File: src/design/cmpd_pkg.sv
// shared constants, register indexes and saturation helpers for the current measure pid block
`default_nettype none
package cmpd_pkg;

   // ring count of the radial grid
   localparam int MaxRings = 64;

   localparam int QW = 32;   // q16.16 word
   localparam int UW = 31;   // unsigned q15.16 fields
   localparam int RW = 6;    // ring index width
   localparam int MW = 33;   // multiplier operand width
   localparam int PW = 64;   // multiplier product width
   localparam int CW = 3;    // csr index width

   // csr register indexes
   localparam logic [CW-1:0] REG_SETPOINT = 3'd0;
   localparam logic [CW-1:0] REG_GAIN_P   = 3'd1;
   localparam logic [CW-1:0] REG_GAIN_I   = 3'd2;
   localparam logic [CW-1:0] REG_GAIN_D   = 3'd3;
   localparam logic [CW-1:0] REG_FLUX     = 3'd4;
   localparam logic [CW-1:0] REG_RATIO    = 3'd5;

   localparam logic [UW-1:0] UnityQ16 = 31'd65536;
   localparam logic [UW-1:0] U31Max   = 31'h7FFF_FFFF;

   typedef logic signed [QW-1:0] q_type;
   typedef logic signed [MW-1:0] mop_type;
   typedef logic signed [PW-1:0] wide_type;

   // clip a wide signed value to the signed 32-bit range
   function automatic q_type sat32(input wide_type v);
      wide_type hi;
      wide_type lo;
      hi = 64'sh0000_0000_7FFF_FFFF;
      lo = -64'sh0000_0000_8000_0000;
      if (v > hi) begin
         sat32 = 32'sh7FFF_FFFF;
      end else if (v < lo) begin
         sat32 = -32'sh8000_0000;
      end else begin
         sat32 = v[QW-1:0];
      end
   endfunction

   // drop 16 fraction bits, rounding toward minus infinity
   function automatic wide_type floor16(input wide_type v);
      floor16 = v >>> 16;
   endfunction

endpackage
`default_nettype wire

File: src/design/cmpd_mul.sv
// shared signed multiplier with registered product
`default_nettype none
module cmpd_mul (
   input  wire logic             clock,
   input  wire cmpd_pkg::mop_type op_a,
   input  wire cmpd_pkg::mop_type op_b,
   output cmpd_pkg::wide_type     prod
);
   import cmpd_pkg::*;

   wide_type prod_ff;
   wide_type prod_in;

   logic signed [2*MW-1:0] full;

   always_comb begin
      full    = op_a * op_b;
      // product magnitudes stay within 2^62 in every use
      prod_in = full[PW-1:0];
   end

   always_ff @(posedge clock) begin
      prod_ff <= prod_in;
   end

   assign prod = prod_ff;

endmodule
`default_nettype wire

File: src/design/current_measure_pid_density_control.sv
// axial current measurement with positional pid control of an injection density
//
// usage:
//   req_*  one ring cell per beat: densities, axial velocities, ring index and a
//          last_cell flag. req_ready is high only while the sequencer is idle.
//   rsp_*  one beat per round, issued after the item with last_cell set:
//          density_command and the closed measured_current.
//   csr_*  register writes (index, data); always ready; the user must write them
//          only while idle, which the block itself does not enforce.
// sequencing: a ring cell with a valid ring index keeps the sequencer busy in one
//   shared 33x33 multiplier (four products in a chain plus the subtract and
//   accumulate steps, states C0 to C6), and no new cell is taken meanwhile;
//   a ring outside 1..MaxRings-1 is taken without entering those states.
//   a last cell adds the pid step (three gain products and the output scaling
//   go through the same multiplier, states P0 to P7), after which the result
//   is presented.
// reset: synchronous, clears the csr registers (flux scale and output ratio
//   to 1.0), the running sum, integral, previous error and injection level.
// stall: the result waits in an output register; new cells are taken while
//   it waits, and only the next result stalls the sequencer until rsp_ready.
`default_nettype none
module current_measure_pid_density_control (
   input  wire logic                    clock,
   input  wire logic                    reset,
   // ring cell input
   input  wire logic                    req_valid,
   output logic                         req_ready,
   input  wire logic [cmpd_pkg::UW-1:0] req_ion_density,
   input  wire logic signed [cmpd_pkg::QW-1:0] req_ion_axial_velocity,
   input  wire logic [cmpd_pkg::UW-1:0] req_electron_density,
   input  wire logic signed [cmpd_pkg::QW-1:0] req_electron_axial_velocity,
   input  wire logic [cmpd_pkg::RW-1:0] req_ring_index,
   input  wire logic                    req_last_cell,
   // result
   output logic                         rsp_valid,
   input  wire logic                    rsp_ready,
   output logic [cmpd_pkg::UW-1:0]      rsp_density_command,
   output logic signed [cmpd_pkg::QW-1:0] rsp_measured_current,
   // register writes
   input  wire logic                    csr_valid,
   output logic                         csr_ready,
   input  wire logic [cmpd_pkg::CW-1:0] csr_index,
   input  wire logic [cmpd_pkg::QW-1:0] csr_wdata
);
   import cmpd_pkg::*;

   // sequencer states
   localparam logic [3:0] ST_IDLE  = 4'd0;
   localparam logic [3:0] ST_C0    = 4'd1;   // ni*viz
   localparam logic [3:0] ST_C1    = 4'd2;   // ne*vez, hold first product
   localparam logic [3:0] ST_C2    = 4'd3;   // flux = sat(floor(diff))
   localparam logic [3:0] ST_C3    = 4'd4;   // flux*scale
   localparam logic [3:0] ST_C4    = 4'd5;   // term = sat(floor)
   localparam logic [3:0] ST_C5    = 4'd6;   // term*weight
   localparam logic [3:0] ST_C6    = 4'd7;   // accumulate
   localparam logic [3:0] ST_P0    = 4'd8;   // error
   localparam logic [3:0] ST_P1    = 4'd9;   // integral, diff, kp*err
   localparam logic [3:0] ST_P2    = 4'd10;  // ki*integral
   localparam logic [3:0] ST_P3    = 4'd11;  // kd*diff
   localparam logic [3:0] ST_P4    = 4'd12;  // delta
   localparam logic [3:0] ST_P5    = 4'd13;  // injection level
   localparam logic [3:0] ST_P6    = 4'd14;  // level*ratio
   localparam logic [3:0] ST_P7    = 4'd15;  // output

   logic [3:0] state_ff, state_in;

   // csr registers
   q_type          setpoint_ff, gain_p_ff, gain_i_ff, gain_d_ff;
   logic [UW-1:0]  flux_scale_ff, ratio_ff;

   // latched cell
   logic [UW-1:0]  ni_ff, ne_ff;
   q_type          viz_ff, vez_ff;
   logic [RW-1:0]  ring_ff;
   logic           last_ff;

   // controller state
   q_type          sum_ff, sum_in;
   q_type          integ_ff, integ_in;
   q_type          prev_ff, prev_in;
   q_type          inj_ff, inj_in;

   // scratch
   wide_type       acc_ff, acc_in;
   q_type          x_ff, x_in;       // flux, term or delta
   q_type          err_ff, err_in;
   q_type          diff_ff, diff_in;
   q_type          meas_ff, meas_in;

   // output register
   logic           rsp_valid_ff, rsp_valid_in;
   logic [UW-1:0]  cmd_ff, cmd_in;
   q_type          rsp_meas_ff, rsp_meas_in;

   mop_type        op_a, op_b;
   wide_type       prod;

   logic           req_take;
   logic           ring_ok;
   logic [RW:0]    weight;
   wide_type       fl;
   wide_type       lvl;

   cmpd_mul u_mul (
      .clock (clock),
      .op_a  (op_a),
      .op_b  (op_b),
      .prod  (prod)
   );

   assign req_ready = (state_ff == ST_IDLE);
   assign req_take  = req_valid && req_ready;
   assign csr_ready = 1'b1;

   // ring zero and rings past the grid add nothing
   assign ring_ok = (req_ring_index != '0) && (int'(req_ring_index) < MaxRings);
   assign weight  = {ring_ff, 1'b0} - {{RW{1'b0}}, 1'b1};
   assign fl      = floor16(prod);

   // multiplier operand select
   always_comb begin
      op_a = '0;
      op_b = '0;
      case (state_ff)
         ST_C0: begin
            op_a = mop_type'({2'b00, ni_ff});
            op_b = mop_type'({viz_ff[QW-1], viz_ff});
         end
         ST_C1: begin
            op_a = mop_type'({2'b00, ne_ff});
            op_b = mop_type'({vez_ff[QW-1], vez_ff});
         end
         ST_C3: begin
            op_a = mop_type'({x_ff[QW-1], x_ff});
            op_b = mop_type'({2'b00, flux_scale_ff});
         end
         ST_C5: begin
            op_a = mop_type'({x_ff[QW-1], x_ff});
            op_b = mop_type'({{(MW-RW-1){1'b0}}, weight});
         end
         ST_P1: begin
            op_a = mop_type'({gain_p_ff[QW-1], gain_p_ff});
            op_b = mop_type'({err_ff[QW-1], err_ff});
         end
         ST_P2: begin
            op_a = mop_type'({gain_i_ff[QW-1], gain_i_ff});
            op_b = mop_type'({integ_ff[QW-1], integ_ff});
         end
         ST_P3: begin
            op_a = mop_type'({gain_d_ff[QW-1], gain_d_ff});
            op_b = mop_type'({diff_ff[QW-1], diff_ff});
         end
         ST_P6, ST_P7: begin
            // operands held while the output waits so the product stays put
            op_a = mop_type'({inj_ff[QW-1], inj_ff});
            op_b = mop_type'({2'b00, ratio_ff});
         end
         default: begin
            op_a = '0;
            op_b = '0;
         end
      endcase
   end

   // sequencer and datapath
   always_comb begin
      state_in     = state_ff;
      sum_in       = sum_ff;
      integ_in     = integ_ff;
      prev_in      = prev_ff;
      inj_in       = inj_ff;
      acc_in       = acc_ff;
      x_in         = x_ff;
      err_in       = err_ff;
      diff_in      = diff_ff;
      meas_in      = meas_ff;
      cmd_in       = cmd_ff;
      rsp_meas_in  = rsp_meas_ff;
      rsp_valid_in = rsp_valid_ff && !rsp_ready;
      lvl          = '0;

      case (state_ff)
         ST_IDLE: begin
            if (req_take) begin
               if (ring_ok) begin
                  state_in = ST_C0;
               end else if (req_last_cell) begin
                  state_in = ST_P0;
               end
            end
         end
         ST_C0: state_in = ST_C1;
         ST_C1: begin
            acc_in   = prod;
            state_in = ST_C2;
         end
         ST_C2: begin
            // products stay below 2^62, so the difference cannot wrap
            x_in     = sat32(floor16(acc_ff - prod));
            state_in = ST_C3;
         end
         ST_C3: state_in = ST_C4;
         ST_C4: begin
            x_in     = sat32(fl);
            state_in = ST_C5;
         end
         ST_C5: state_in = ST_C6;
         ST_C6: begin
            sum_in   = sat32(wide_type'(sum_ff) + wide_type'(sat32(prod)));
            state_in = last_ff ? ST_P0 : ST_IDLE;
         end
         ST_P0: begin
            err_in   = sat32(wide_type'(setpoint_ff) + wide_type'(sum_ff));
            meas_in  = sum_ff;
            sum_in   = '0;
            state_in = ST_P1;
         end
         ST_P1: begin
            integ_in = sat32(wide_type'(integ_ff) + wide_type'(err_ff));
            diff_in  = sat32(wide_type'(err_ff) - wide_type'(prev_ff));
            prev_in  = err_ff;
            state_in = ST_P2;
         end
         ST_P2: begin
            acc_in   = fl;
            state_in = ST_P3;
         end
         ST_P3: begin
            acc_in   = acc_ff + fl;
            state_in = ST_P4;
         end
         ST_P4: begin
            x_in     = sat32(acc_ff + fl);
            state_in = ST_P5;
         end
         ST_P5: begin
            // negative levels clamp to zero
            lvl      = wide_type'(sat32(wide_type'(inj_ff) + wide_type'(x_ff)));
            inj_in   = lvl[PW-1] ? '0 : lvl[QW-1:0];
            state_in = ST_P6;
         end
         ST_P6: state_in = ST_P7;
         ST_P7: begin
            // wait here only while an earlier result is still unread
            if (!rsp_valid_ff || rsp_ready) begin
               cmd_in       = (fl > wide_type'(U31Max)) ? U31Max : fl[UW-1:0];
               rsp_meas_in  = meas_ff;
               rsp_valid_in = 1'b1;
               state_in     = ST_IDLE;
            end
         end
         default: state_in = ST_IDLE;
      endcase
   end

   // control and controller state
   always_ff @(posedge clock) begin
      if (reset) begin
         state_ff      <= ST_IDLE;
         rsp_valid_ff  <= 1'b0;
         sum_ff        <= '0;
         integ_ff      <= '0;
         prev_ff       <= '0;
         inj_ff        <= '0;
         setpoint_ff   <= '0;
         gain_p_ff     <= '0;
         gain_i_ff     <= '0;
         gain_d_ff     <= '0;
         flux_scale_ff <= UnityQ16;
         ratio_ff      <= UnityQ16;
      end else begin
         state_ff     <= state_in;
         rsp_valid_ff <= rsp_valid_in;
         sum_ff       <= sum_in;
         integ_ff     <= integ_in;
         prev_ff      <= prev_in;
         inj_ff       <= inj_in;
         if (csr_valid && csr_ready) begin
            case (csr_index)
               REG_SETPOINT: setpoint_ff   <= csr_wdata;
               REG_GAIN_P:   gain_p_ff     <= csr_wdata;
               REG_GAIN_I:   gain_i_ff     <= csr_wdata;
               REG_GAIN_D:   gain_d_ff     <= csr_wdata;
               REG_FLUX:     flux_scale_ff <= csr_wdata[UW-1:0];
               REG_RATIO:    ratio_ff      <= csr_wdata[UW-1:0];
               default: ;
            endcase
         end
      end
   end

   // payload and scratch
   always_ff @(posedge clock) begin
      if (req_take) begin
         ni_ff   <= req_ion_density;
         viz_ff  <= req_ion_axial_velocity;
         ne_ff   <= req_electron_density;
         vez_ff  <= req_electron_axial_velocity;
         ring_ff <= req_ring_index;
         last_ff <= req_last_cell;
      end
      acc_ff      <= acc_in;
      x_ff        <= x_in;
      err_ff      <= err_in;
      diff_ff     <= diff_in;
      meas_ff     <= meas_in;
      cmd_ff      <= cmd_in;
      rsp_meas_ff <= rsp_meas_in;
   end

   assign rsp_valid            = rsp_valid_ff;
   assign rsp_density_command  = cmd_ff;
   assign rsp_measured_current = rsp_meas_ff;

endmodule
`default_nettype wire
File: config.mk
export PLATFORM = sky130hd
export DESIGN_NAME = current_measure_pid_density_control
export DESIGN_NICKNAME = d
export VERILOG_FILES = /design/src/design/cmpd_pkg.sv /design/src/design/cmpd_mul.sv /design/src/design/current_measure_pid_density_control.sv
export SDC_FILE = /design/constraint.sdc
export NUM_CORES = 2
export LEC_CHECK = 0
export BUFFER_PORTS_ARGS = -buffer_cell sky130_fd_sc_hd__buf_2
export CAP_MARGIN = 40
export CELL_PAD_IN_SITES_DETAIL_PLACEMENT = 1
export CELL_PAD_IN_SITES_GLOBAL_PLACEMENT = 2
export CORE_ASPECT_RATIO = 0.8
export CORE_MARGIN = 3
export CORE_UTILIZATION = 42
export CTS_BUF_LIST = sky130_fd_sc_hd__clkbuf_2 sky130_fd_sc_hd__clkbuf_4 sky130_fd_sc_hd__clkbuf_8
export DETAILED_ROUTE_END_ITERATION = 8
export PLACE_DENSITY = 0.88
export REMOVE_ABC_BUFFERS = 1
export SLEW_MARGIN = 20
export SYNTH_ARGS = -nofsm -noshare
export SYNTH_HDL_FRONTEND = slang
export SYNTH_SLANG_ARGS = --single-unit
File: constraint.sdc
create_clock -name clock -period 12.59 [get_ports clock]
set_clock_uncertainty 0.1 [all_clocks]
set_input_delay 1.259 -clock clock [delete_from_list [all_inputs] [get_ports clock]]
set_output_delay 1.259 -clock clock [all_outputs]
set_load 0.005 [all_outputs]
Word level (Yosys, flattened, before mapping). Index checks and enable logic that the tools add are counted.

Add/subtract/negate cells: 8. Multiply operators: 1. Divide/modulo/power cells: 0. Magnitude comparators: 18. Equal/unequal tests: 23. Shift-type cells: 0. Muxes and demuxes: 32. Bitwise gates (word level): 0. Reduce and logical (&&, ||, !) cells: 21.

Operator list (count): two-way mux 32 bit (18); case mux 33 bit (8 select lines) (1); case mux 33 bit (7 select lines) (1); case mux 64 bit (3 select lines) (1); > comparator 33 x 32 -> 1 bit, second input constant (5); < comparator 33 x 32 -> 1 bit, second input constant (5); adder 32 x 32 -> 33 bit (4); > comparator 64 x 32 -> 1 bit, second input constant (2); < comparator 64 x 32 -> 1 bit, second input constant (2); > comparator 48 x 32 -> 1 bit, second input constant (2); < comparator 48 x 32 -> 1 bit, second input constant (2); case mux 32 bit (3 select lines) (1); adder 64 x 48 -> 64 bit (1); multiplier 33 x 33 -> 64 bit (1); case mux 32 bit (2 select lines) (1); case mux 4 bit (16 select lines) (1); subtractor 64 bit (1); subtractor 32 x 32 -> 33 bit (1); == test 4 bit, second input constant (8); two-way mux 31 bit (1); two-way mux 4 bit (5); == test 4 x 3 -> 1 bit, second input constant (4); AND reduction 2 bit (7); == test 4 x 2 -> 1 bit, second input constant (2); other kinds (19) (26).

Register bits: 774. Bits in latches: 0. Memory bits (writable): 0. Bits in read-only memories: 0. Output and inout bits: 66. Logic and storage cells: 129. Memories: 0.

Longest topological paths before layout.
Depth after elaboration: 9. Mapped depth: 41. Mapped depth without buffers: 37.

By module. From an unflattened synthesis, not the netlist that was laid out.

Cell total of the unflattened synthesis: 9210. Area total of the unflattened synthesis: 83272.4 µm².

By module, submodules not included: current_measure_pid_density_control (times used 1, cells an instance 4943, area an instance 43467.9 µm²); cmpd_mul (times used 1, cells an instance 4267, area an instance 39804.4 µm²).

Worst setup path before layout. No wires, ideal clock.

Path type: register to register. Start point: register state_ff[3]. End point: register u_mul.prod_ff[54] (netlist: u_mul.prod[54]). Library setup time: 0.120 ns. Arrival time: 9.741 ns. Required time: 12.370 ns. Slack: 2.629 ns. Cell stages (with the launch flop): 35. Buffers on the path: 5. Clock period less this slack: 9.961 ns. Cell sequence: dfxtp_1 > clkbuf_1 > nand2_1 > nor2_1 > clkbuf_1 > buf_1 > clkbuf_1 > a222oi_1 > o211ai_1 > clkbuf_1 > nand2_1 > fa_1 > fa_1 > fa_1 > fa_1 > fa_1 > inv_1 > fa_1 > fa_1 > inv_1 > fa_1 > inv_1 > ha_1 > and3_1 > a221o_1 > or4_1 > o21ai_0 > a21oi_1 > a211oi_1 > nor2_1 > o211ai_1 > nand2_1 > or2_2 > a211oi_1 > nor2_1.

Longest elaborated chain between the ends: 4. Elaborated cells between the ends (all ways): 14. Classes of those cells: mul (1); eq/ne (9); mux (2); reduce/logical (2).

Ends and longest elaborated chain: start, declared (RTL line current_measure_pid_density_control.sv:65) `logic [3:0] state_ff, state_in;`; start signal, assigned (RTL line current_measure_pid_density_control.sv:272) `state_ff <= state_in;`; == test 4 bit / == test 4 x 3 -> 1 bit (equally long branches) (RTL line current_measure_pid_density_control.sv:124) `case (state_ff)`; OR reduction 2 bit, on equally long branches; case mux 33 bit (8 select lines) / case mux 33 bit (7 select lines) (equally long branches) (RTL line current_measure_pid_density_control.sv:124); multiplier 33 x 33 -> 64 bit * (RTL line cmpd_mul.sv:17) `full = op_a * op_b;`; named net u_mul.full[54] (RTL line cmpd_mul.sv:14) `logic signed [2*MW-1:0] full;`; end signal, assigned (RTL line cmpd_mul.sv:23) `prod_ff <= prod_in;`; end, declared (RTL line cmpd_mul.sv:11) `wide_type prod_ff;`.

Mark *: on every way through the listed nets, which the timed path passes. The rest lies on a longest branch. A chain may end at the register's enable or synchronous reset.

Worst setup path after layout.
Start point: register state_ff[1]. End point: register u_mul.prod_ff[49] (netlist: u_mul.prod[49]).

The elaborated chain is that of the path after synthesis.

==> Implementation_results.wiki <==
{| class="wikitable"
! Metric !! Value
|-
| Clock Latency Late Sink || 0.94 ns
|-
| Area occupied by multi-input gates || 0.05511 sq mm
|-
| Via Count || 71460
|-
| Cell area after technology mapping || 0.08144 sq mm
|-
| Post-route minimum period || 11.88 ns
|-
| Final count of hold timing violations || 0
|-
| Net switching power || 13.12 mW
|-
| Number of fill cells || 22370
|-
| Max VDD drop || 309.6 uV
|-
| Kind of launch point of the worst setup path || register
|-
| Number of hold-repair buffers added at the cts stage || 0
|-
| Slowest cell on the critical path || and2_2
|-
| CTS clock-pin slew for the worst setup and hold paths || ~0.060 ns
|-
| Leakage power figure || 40.40 nW
|-
| HP Start || meas_ff[23]
|-
| Critical path type || register to register
|-
| Clock tree from TritonCTS || yes
|-
| Fraction of layout instances using a drive strength above 1 || 0.08511
|-
| Sequential share of power || 0.160
|-
| Capture instance of the worst register-to-register path || u_mul.prod[49]
|-
| Average size of a mapped cell || approximately 9 sq um
|-
| Count of different cell masters after synthesis || 91
|-
| Total cell area at the placement stage || 0.08607 sq mm
|-
| Initial antenna violation count || 13
|-
| Post-Place Cells || 11770
|-
| Number of nets in the layout || roughly 11000
|-
| Tightest Hold Check Type || register to register
|-
| Std cell rows || 143
|-
| Chip width || 498.3 microns
|-
| Buffer levels on the longest clock path || 3
|-
| Quantity of gates resized following cts || 0
|-
| Summed negative setup slack over all endpoints || 0 ns
|-
| Required time of the worst setup path || around 13 ns
|-
| Run status || finished clean
|-
| Arr. time, crit path || 12.54 ns
|-
| Comb power frac || 0.722
|-
| Floorplan core area || about 0.19 sq mm
|-
| Proportion of total power due to net switching || 0.5589
|-
| Setup bufs post-CTS || 0
|-
| Number of max-capacitance violations reported || 0
|-
| Final setup violation count || 0
|-
| I/O pin count || 239
|-
| Clock root cell || clkbuf_8
|-
| Dominant cell type by count on the critical path || fa_1
|-
| Final period utilization || 0.9433
|-
| Port Buffer Count || 237
|-
| Iteration-0 DRC count of the detailed router || 8012
|-
| Residual DRC || 0
|-
| Worst Hold Depth || 0
|-
| Initial cell density of the core || 0.4258
|-
| Antenna Violating Nets Remaining || 0
|-
| Count of clock tree sinks || 774
|-
| Async set-or-reset flop fraction in the synthesized netlist || 0
|-
| Number of max-slew violations in the final report || 0
|-
| Die Footprint || 0.1993 sq mm
|-
| Cells taking the most area after synthesis || fa_1 (27%), edfxtp_1 (14%), dfxtp_1 (9.5%)
|-
| Global-route wire length before repair || 511800 microns
|-
| Worst-Margin Slew || 1.079 ns
|-
| Final instance area || 0.08946 sq mm
|-
| Area share of the largest cell type after synthesis || 0.2731
|-
| FF/Latch Area || 0.01938 sq mm
|-
| Overflow left after global routing || 0
|-
| Total power density per cell area || about 260 mW/mm^2
|-
| DR pass1 iterations || 8
|-
| Number of global-route vias before repair || about 74000
|-
| Mean routed wirelength per cell || 28.97 microns
|-
| Number of warning messages in the yosys log || 0
|-
| Syn Inst Count || 9224
|-
| R2R setup slack || 0.71 ns
|-
| Post-DP HPWL || ~280000 microns
|-
| Biggest area consumer among synthesized cells || fa_1
|-
| Proportion of synthesized chip area in sequential cells || 0.2379
|-
| CTS HTree Levels || 4
|-
| Register bit count reported by yosys || 774
|-
| Origin of the critical flop-to-flop path || state_ff[1]
|-
| CP max FO || 25
|-
| Leading post-synthesis cells by instance count || nand2_1 (1554), inv_1 (1435), fa_1 (1111), nor2_1 (747), a21oi_1 (606)
|-
| Launch point of the worst path || state_ff[1]
|-
| Setup repair after global routing missed its margin || false
|-
| Vias per cell || roughly 5.9
|-
| Pin count of the biggest net entering global routing || 76
|-
| Total routing usage reported by global routing || 0.3496
|-
| Capturing element of the worst setup path || u_mul.prod[49]
|-
| Number of synthesized flops with an enable pin || 388
|-
| R2r worst-path depth || 32
|-
| Area added between synthesis and finish || 9.846%
|-
| Internal power summed over all cells || slightly above 10 mW
|-
| Number of CTS-inserted buffers || 142
|-
| Number of non-filler instances in the completed layout || 12050
|-
| Die extent in y || 399.9 microns
|-
| Detailed Route WL || 349000 microns
|-
| Slew Limit Headroom || 0.2808
|-
| Final GP Congestion || 1.003
|-
| Most frequently used flop master after synthesis || edfxtp_1
|-
| Achievable clock frequency || 84.20 MHz
|-
| Delay of the slowest cell on the worst path || 0.80 ns
|-
| Clock network power share || 0.118
|-
| Element type at the critical path end || register
|-
| Most frequent cell after synthesis || nand2_1
|}
## routing by layer
layer | GRT usage | vias to the layer above | part of all wire
li1 | - | 30520 | -
met1 | 0.5078 | 36880 | 0.44
met2 | 0.4966 | 3525 | 0.41
met3 | 0.1031 | 524 | 0.12
met4 | 0.1125 | 8 | 0.036
met5 | 0 | - | 0.00017
## cells in the final DEF (no fill, tap or decap), types with 28 or more instances in the layout
cell type,synthesis,final
nand3_1,74,73
o211ai_1,33,33
nor3_1,115,110
and3_1,40,39
or3_1,28,28
xor2_1,115,115
nand2b_1,43,43
ha_1,497,497
a222oi_1,63,63
fa_1,1111,1111
a211oi_1,65,65
edfxtp_1,388,388
and2_1,51,50
dfxtp_1,386,385
nor2b_1,41,39
clkbuf_8,0,166
nor2_1,747,745
a21oi_1,606,606
o21bai_1,50,50
inv_1,1435,1435
a21o_1,160,160
buf_2,10,243
a31oi_1,30,29
o21ai_0,315,309
nand4_1,112,112
and4_1,54,50
buf_4,1,165
o21a_1,62,62
xnor2_1,177,176
clkbuf_4,0,43
nand2_1,1554,1551
a22oi_1,90,90
## critical path: cells and delay by family (launching register included)
family / cells / cell delay [ns]
AO/OA/AOI/OAI: 11 / 3.04
AND/OR/NAND/NOR: 5 / 2.35
buffers and inverters: 6 / 0.81
flip-flops: 1 / 0.64
adder cells (fa/ha/maj): 9 / 4.59
XOR/XNOR: 1 / 0.14
## layout make-up
class,instances,area share
clock inverter,55,0.006685
sequential,774,0.2166
timing repair buffer,458,0.03592
clock buffer,206,0.02883
inverter,1436,0.06028
antenna,7,0.0001958
tap,2537,0.03548
multi-input combinational,6576,0.6160
## worst min path at each step
stage / endpoint
6_report: rsp_measured_current[23]
5_1_grt: rsp_measured_current[0]
4_1_cts: rsp_measured_current[23]
3_5_place_dp: rsp_measured_current[23]
3_3_place_gp: rsp_measured_current[28]
2_1_floorplan: rsp_measured_current[0]
## power by group through the flow
stage | logic, mW | registers, mW | clock network (mW)
3_3_place_gp | 15.8 | 3.77 | 0
4_1_cts | 16.5 | 3.72 | 2.80
6_report | 17.0 | 3.75 | 2.77
5_1_grt | 18.4 | 3.74 | 2.91
3_5_place_dp | 16.2 | 3.76 | 0
2_1_floorplan | 9.96 | 3.41 | 0
## kinds of logic (layout without fill, tap and decap cells)
kind of cell	Yosys count	after routing	synth area share
compound gates	1712	1712	0.1361
other cells	1	8	0.00004605
fa+ha+maj	1623	1623	0.3513
mux	10	10	0.001337
buf+inv	1874	2155	0.08713
xor+xnor	292	292	0.03140
flops	774	774	0.2379
simple gates	2938	2938	0.1548
## metrics by stage
step / total power, mW / utilization / worst slack [ns] / hold WS [ns]
floorplan: 13.36 / - / -1.260 / 0.3003
global placement: 19.60 / 0.4470 / 1.172 / 0.3060
detailed placement: 19.95 / 0.4500 / 0.9059 / 0.3063
CTS: 23.01 / 0.4666 / 0.8718 / 0.3205
global route: 25.07 / 0.4676 / 0.4052 / 0.3263
finish: 23.47 / 0.4677 / 0.7133 / 0.3164
(Power assumes the default switching activity.)
